$ cat config.mk
export PLATFORM = sky130hd
export DESIGN_NAME = gbsa_ctrl
export DESIGN_NICKNAME = d
export VERILOG_FILES = /design/src/gbsa_pkg.sv /design/src/gbsa_ctrl.sv
export SDC_FILE = /design/constraint.sdc
export NUM_CORES = 1
export LEC_CHECK = 0
export BUFFER_PORTS_ARGS = -buffer_cell sky130_fd_sc_hd__buf_4
export CAP_MARGIN = 10
export CORE_AREA = 2 2 42 44
export CTS_BUF_LIST = sky130_fd_sc_hd__clkbuf_4 sky130_fd_sc_hd__clkbuf_8 sky130_fd_sc_hd__clkbuf_16
export DETAILED_ROUTE_END_ITERATION = 7
export DIE_AREA = 0 0 44 46
export GPL_TIMING_DRIVEN = 0
export PLACE_DENSITY = 0.65
export SLEW_MARGIN = 25
export SYNTH_ARGS = -nofsm -noshare
export SYNTH_HDL_FRONTEND = slang
export SYNTH_SLANG_ARGS = --single-unit
$ cat constraint.sdc
create_clock -name clk -period 2 [get_ports clk]
set_clock_uncertainty 0.2 [all_clocks]
set_input_delay 0.1 -clock clk [delete_from_list [all_inputs] [get_ports clk]]
set_output_delay 0.1 -clock clk [all_outputs]
set_load 0.05 [all_outputs]
$ cat src/gbsa_pkg.sv
// gbsa_pkg: types, constants and tables for the gradient bandit softmax agent
// used by every module of the block

package gbsa_pkg;

    localparam int PREF_W = 32;
    localparam int PROB_W = 17;
    localparam int VAL_W = 24;
    localparam int CFG_W = 17;
    localparam int EXP_W = 33;
    localparam int EXP_BITS = 21;
    localparam int FRAC_BITS = 16;

    localparam logic [1:0] CFG_ARM_COUNT = 2'd0;
    localparam logic [1:0] CFG_STEP_SIZE = 2'd1;
    localparam logic [1:0] CFG_AVG_MODE = 2'd2;

    localparam logic [1:0] MODE_SAMPLE = 2'd0;
    localparam logic [1:0] MODE_CONST = 2'd1;

    localparam logic OP_CHOOSE = 1'b0;
    localparam logic OP_REWARD = 1'b1;

    typedef enum logic [3:0] {
        ST_IDLE,
        ST_MAX,
        ST_EXP_LOAD,
        ST_EXP_BIT,
        ST_EXP_STORE,
        ST_DIV_LOAD,
        ST_DIV_RUN,
        ST_DIV_STORE,
        ST_AVG_LOAD,
        ST_AVG_RUN,
        ST_AVG_DONE,
        ST_GRAD,
        ST_PREF,
        ST_OUT
    } state_t;

    // controller to datapath
    typedef struct packed {
        logic start_choose;
        logic start_reward;
        logic max_step;
        logic exp_load;
        logic exp_bit;
        logic exp_store;
        logic div_load;
        logic div_run;
        logic div_store;
        logic avg_load;
        logic avg_run;
        logic avg_done;
        logic grad;
        logic pref_step;
        logic out_load;
    } cmd_t;

    // datapath to controller
    typedef struct packed {
        logic arm_last;
        logic bit_last;
        logic div_last;
        logic avg_last;
    } status_t;

    function automatic logic [31:0] exp_entry(input logic [4:0] b);
        logic [31:0] v;
        begin
            case (b)
                5'd0: v = 32'd4294901760;
                5'd1: v = 32'd4294836226;
                5'd2: v = 32'd4294705160;
                5'd3: v = 32'd4294443040;
                5'd4: v = 32'd4293918848;
                5'd5: v = 32'd4292870656;
                5'd6: v = 32'd4290775039;
                5'd7: v = 32'd4286586875;
                5'd8: v = 32'd4278222805;
                5'd9: v = 32'd4261543595;
                5'd10: v = 32'd4228380000;
                5'd11: v = 32'd4162825044;
                5'd12: v = 32'd4034748382;
                5'd13: v = 32'd3790295335;
                5'd14: v = 32'd3344923893;
                5'd15: v = 32'd2605029347;
                5'd16: v = 32'd1580030169;
                5'd17: v = 32'd581260615;
                5'd18: v = 32'd78665070;
                5'd19: v = 32'd1440801;
                5'd20: v = 32'd483;
                default: v = 32'd0;
            endcase
            return v;
        end
    endfunction

endpackage

$ cat src/gbsa_ctrl.sv
// gbsa_ctrl: sequencer for choose and reward requests
// depends on gbsa_pkg

module gbsa_ctrl (
    input  logic               clk,
    input  logic               rst_n,
    input  logic               in_valid,
    input  logic               in_op,
    output logic               in_stall,
    output logic               out_valid,
    input  logic               out_stall,
    input  gbsa_pkg::status_t  status,
    output gbsa_pkg::cmd_t     cmd
);
    import gbsa_pkg::*;

    state_t state_reg, state_next;
    logic out_valid_reg, out_valid_next;
    logic accept;

    assign accept = in_valid && !in_stall;
    // busy while any state but idle, or result waiting
    assign in_stall = (state_reg != ST_IDLE) || out_valid_reg;
    assign out_valid = out_valid_reg;

    always_comb
    begin
        state_next = state_reg;
        unique case (state_reg)
            ST_IDLE:
                if (accept)
                    state_next = (in_op == OP_CHOOSE) ? ST_MAX : ST_AVG_LOAD;
            ST_MAX: if (status.arm_last) state_next = ST_EXP_LOAD;
            ST_EXP_LOAD: state_next = ST_EXP_BIT;
            ST_EXP_BIT: if (status.bit_last) state_next = ST_EXP_STORE;
            ST_EXP_STORE:
                state_next = status.arm_last ? ST_DIV_LOAD : ST_EXP_LOAD;
            ST_DIV_LOAD: state_next = ST_DIV_RUN;
            ST_DIV_RUN: if (status.div_last) state_next = ST_DIV_STORE;
            ST_DIV_STORE: state_next = status.arm_last ? ST_OUT : ST_DIV_LOAD;
            ST_AVG_LOAD: state_next = ST_AVG_RUN;
            ST_AVG_RUN: if (status.avg_last) state_next = ST_AVG_DONE;
            ST_AVG_DONE: state_next = ST_GRAD;
            ST_GRAD: state_next = ST_PREF;
            ST_PREF: if (status.arm_last) state_next = ST_OUT;
            ST_OUT: state_next = ST_IDLE;
            default: state_next = ST_IDLE;
        endcase
    end

    always_comb
    begin
        cmd = '0;
        cmd.start_choose = accept && (in_op == OP_CHOOSE);
        cmd.start_reward = accept && (in_op == OP_REWARD);
        unique case (state_reg)
            ST_MAX: cmd.max_step = 1'b1;
            ST_EXP_LOAD: cmd.exp_load = 1'b1;
            ST_EXP_BIT: cmd.exp_bit = 1'b1;
            ST_EXP_STORE: cmd.exp_store = 1'b1;
            ST_DIV_LOAD: cmd.div_load = 1'b1;
            ST_DIV_RUN: cmd.div_run = 1'b1;
            ST_DIV_STORE: cmd.div_store = 1'b1;
            ST_AVG_LOAD: cmd.avg_load = 1'b1;
            ST_AVG_RUN: cmd.avg_run = 1'b1;
            ST_AVG_DONE: cmd.avg_done = 1'b1;
            ST_GRAD: cmd.grad = 1'b1;
            ST_PREF: cmd.pref_step = 1'b1;
            ST_OUT: cmd.out_load = 1'b1;
            default: ;
        endcase
    end

    always_comb
    begin
        out_valid_next = out_valid_reg;
        if (out_valid_reg && !out_stall)
            out_valid_next = 1'b0;
        if (state_reg == ST_OUT)
            out_valid_next = 1'b1;
    end

    always_ff @(posedge clk or negedge rst_n)
    begin
        if (!rst_n)
        begin
            state_reg <= ST_IDLE;
            out_valid_reg <= 1'b0;
        end
        else
        begin
            state_reg <= state_next;
            out_valid_reg <= out_valid_next;
        end
    end

`ifndef SYNTHESIS
    a_no_accept_busy: assert property (@(posedge clk) disable iff (!rst_n)
        (state_reg != ST_IDLE) |-> !accept)
        else $error("request accepted while busy");
    a_out_after_out: assert property (@(posedge clk) disable iff (!rst_n)
        (state_reg == ST_OUT) |=> out_valid_reg)
        else $error("result not raised");
    a_idle_after_out: assert property (@(posedge clk) disable iff (!rst_n)
        (state_reg == ST_OUT) |=> (state_reg == ST_IDLE))
        else $error("sequencer did not return to idle");
`endif

endmodule

==> impl_metrics.tcl <==
set metrics [dict create \
    critPathKind "reg -> out" \
    finalSetupViolCount 0 \
    vias 637 \
    layout-drive-gt1-share 0.500 \
    hpwl_um 1110 \
    startpoint_type "flip-flop" \
    critPathTopFamily "simple AND/OR/NAND/NOR gates" \
    hold_class "in -> reg" \
    fin_ws_ps 42.0 \
    ff2ff_setup_slack_ps 90 \
    end_kind "primary output" \
    synth_warnings 0 \
    crit_path_top_delay_cell "or4_4" \
    ctsHtreeMaxLevel 1 \
    wl_um 1620 \
    area_growth_pct 68.4 \
    antenna_found_initial 0 \
    gp_congestion 0.758 \
    tritoncts "done" \
    initial_core_util 0.326 \
    arrival_ps 1660 \
    fmax_mhz 511 \
    cp_data_required_time_ps 1700 \
    timing.critical_path.buf_inv 1 \
    drt_iter0_markers 5 \
    worstMarginPinSlew_ps 371 \
    grt_max_degree 11 \
    finish.utilization 0.550 \
    ant_nets 0 \
    min_path_cells 4 \
    rsz0062_at_grt "true" \
    row_count 15 \
    crit_chain "or4_4, nor2_4, and3_4, buf_8" \
    dp_slack_ps 6.83 \
    period_needed_ps 1960 \
    numClockSinks 5 \
    clk_latency_ps 240 \
    synth_cells 69 \
    portBuffers 25 \
    firstDrtPassIters 4 \
    synth_cell_type_count 27 \
    final_common_cell "buf_4" \
    grt_pass1_vias 573 \
    drv_cap 0 \
    diodes 0 \
    p_leak_nw 0.404 \
    status "finished, final reports clean" \
    nNetsFinal 114 \
    clockBufferDepth 2 \
    max-slew-margin-rel 0.750 \
    irDropWorstVdd_v 0.000844 \
    dieArea_um2 2020 \
    syn_nets 78 \
    wl_per_cell_um 13.4 \
    drcViolationCount 0 \
    syn_area_um2 527 \
    power_density_nw_per_um2 1790 \
    grt_usage 0.168 \
    coreArea_um2 1610 \
    max_stage_delay_ps 490 \
    cts_buffers 3 \
    r2r.worst_path.cells 4 \
    io_pins 26 \
    period_share 0.979 \
    clkTransAtPathRegs_ps 40 \
    die_w_um 44 \
    grt_pass1_wl_um 2430 \
    critical_path_depth 4 \
    drv_slew 0 \
    largest_reg_flops 4 \
    worstPathMaxFanout 8 \
    cts-root-buf "clkbuf_4" \
    mostFrequentLayoutCells "buf_4, nor2_1, clkbuf_4" \
    async_flop_share 1.00 \
    ys_ff_latch 5 \
    die_h_um 46 \
    yosysSeqAreaShare 0.238 \
    finalHoldViolCount 0 \
    synth-edff-count 0 \
    via_per_inst 5.26 \
    syn-mean-instance-area_um2 7.63 \
    grt-ovfl-total 0 \
    synth_ff_type "dfrtp_1" \
]
==> through the flow <==
step	power, mW	hold slack, ps	setup TNS [ps]	instances	instance area [um2]
2_1_floorplan	1.07	-396	-17.9	69	554
4_1_cts	1.54	128	0	121	855
3_3_place_gp	1.33	-299	0	111	763
6_report	1.59	142	0	121	887
5_1_grt	1.70	170	-27.3	121	887
3_5_place_dp	1.35	-296	0	111	763
==> area by class of cell <==
type | count | area [um2]
tap | 17 | 21.3
multi-input combinational | 56 | 414
fill | 155 | 727
inverter | 2 | 7.51
clock buffer | 4 | 30.0
buffer | 6 | 37.5
sequential | 5 | 125
timing repair buffer | 31 | 251
==> timing repair <==
item                                    in CTS  in global routing
hold buffers                                 3                  0
pin swaps                                    0                  1
endpoints found under the setup margin       3                  9
gates resized for setup                      4                 13
setup buffers                                3                  0
endpoints found under the hold margin        6                  0
==> power by group <==
group	internal [mW]	switching (mW)	total (mW)	leakage, nW
Combinational	0.461	0.788	1.25	0.324
Clock	0.0888	0.0398	0.129	0.0184
Sequential	0.154	0.0591	0.213	0.0617
Total	0.704	0.887	1.59	0.404
==> cell families (layout without fill, tap and decap cells) <==
logic type             count (synthesis)  count (layout)  synth area share
AND/OR/NAND/NOR                       38              38             0.385
multiplexers                           3               3            0.0641
flip-flops                             5               5             0.238
AO/OA/AOI/OAI                         15              15             0.245
buffers and inverters                  8              43            0.0689
==> routing by layer <==
metal,up-vias,global-route usage,part of all wire
li1,318,-,-
met4,0,0.139,0.012
met3,2,0.00397,0.036
met2,18,0.285,0.53
met5,-,0,0
met1,299,0.197,0.43
==> path summary, 6_finish.rpt <==
path | start | endpoint
setup / recovery | state_reg[3] | cmd[13]
hold / removal | status[1] | state_reg[1]
setup reg to reg | state_reg[3] | state_reg[2]
hold reg to reg | out_valid | out_valid
max in group asynchronous | rst_n | out_valid
min in group asynchronous | rst_n | state_reg[3]
==> Yosys cell counts (all sizes together) (3+ instances only) <==
cell | count | area (um2)
nand2 | 5 | 18.8
mux2 | 3 | 33.8
nor2 | 11 | 41.3
buf | 3 | 17.5
clkbuf | 3 | 11.3
a21oi | 4 | 20.0
nor3 | 6 | 30.0
nand2b | 7 | 43.8
dfrtp | 5 | 125
==> worst min-delay path, stage by stage <==
cell and delay (ps):
buf_4 80, or3b_1 100, a21oi_2 60, a41o_1 190
Note: power is estimated with default switching activity, not from simulation.
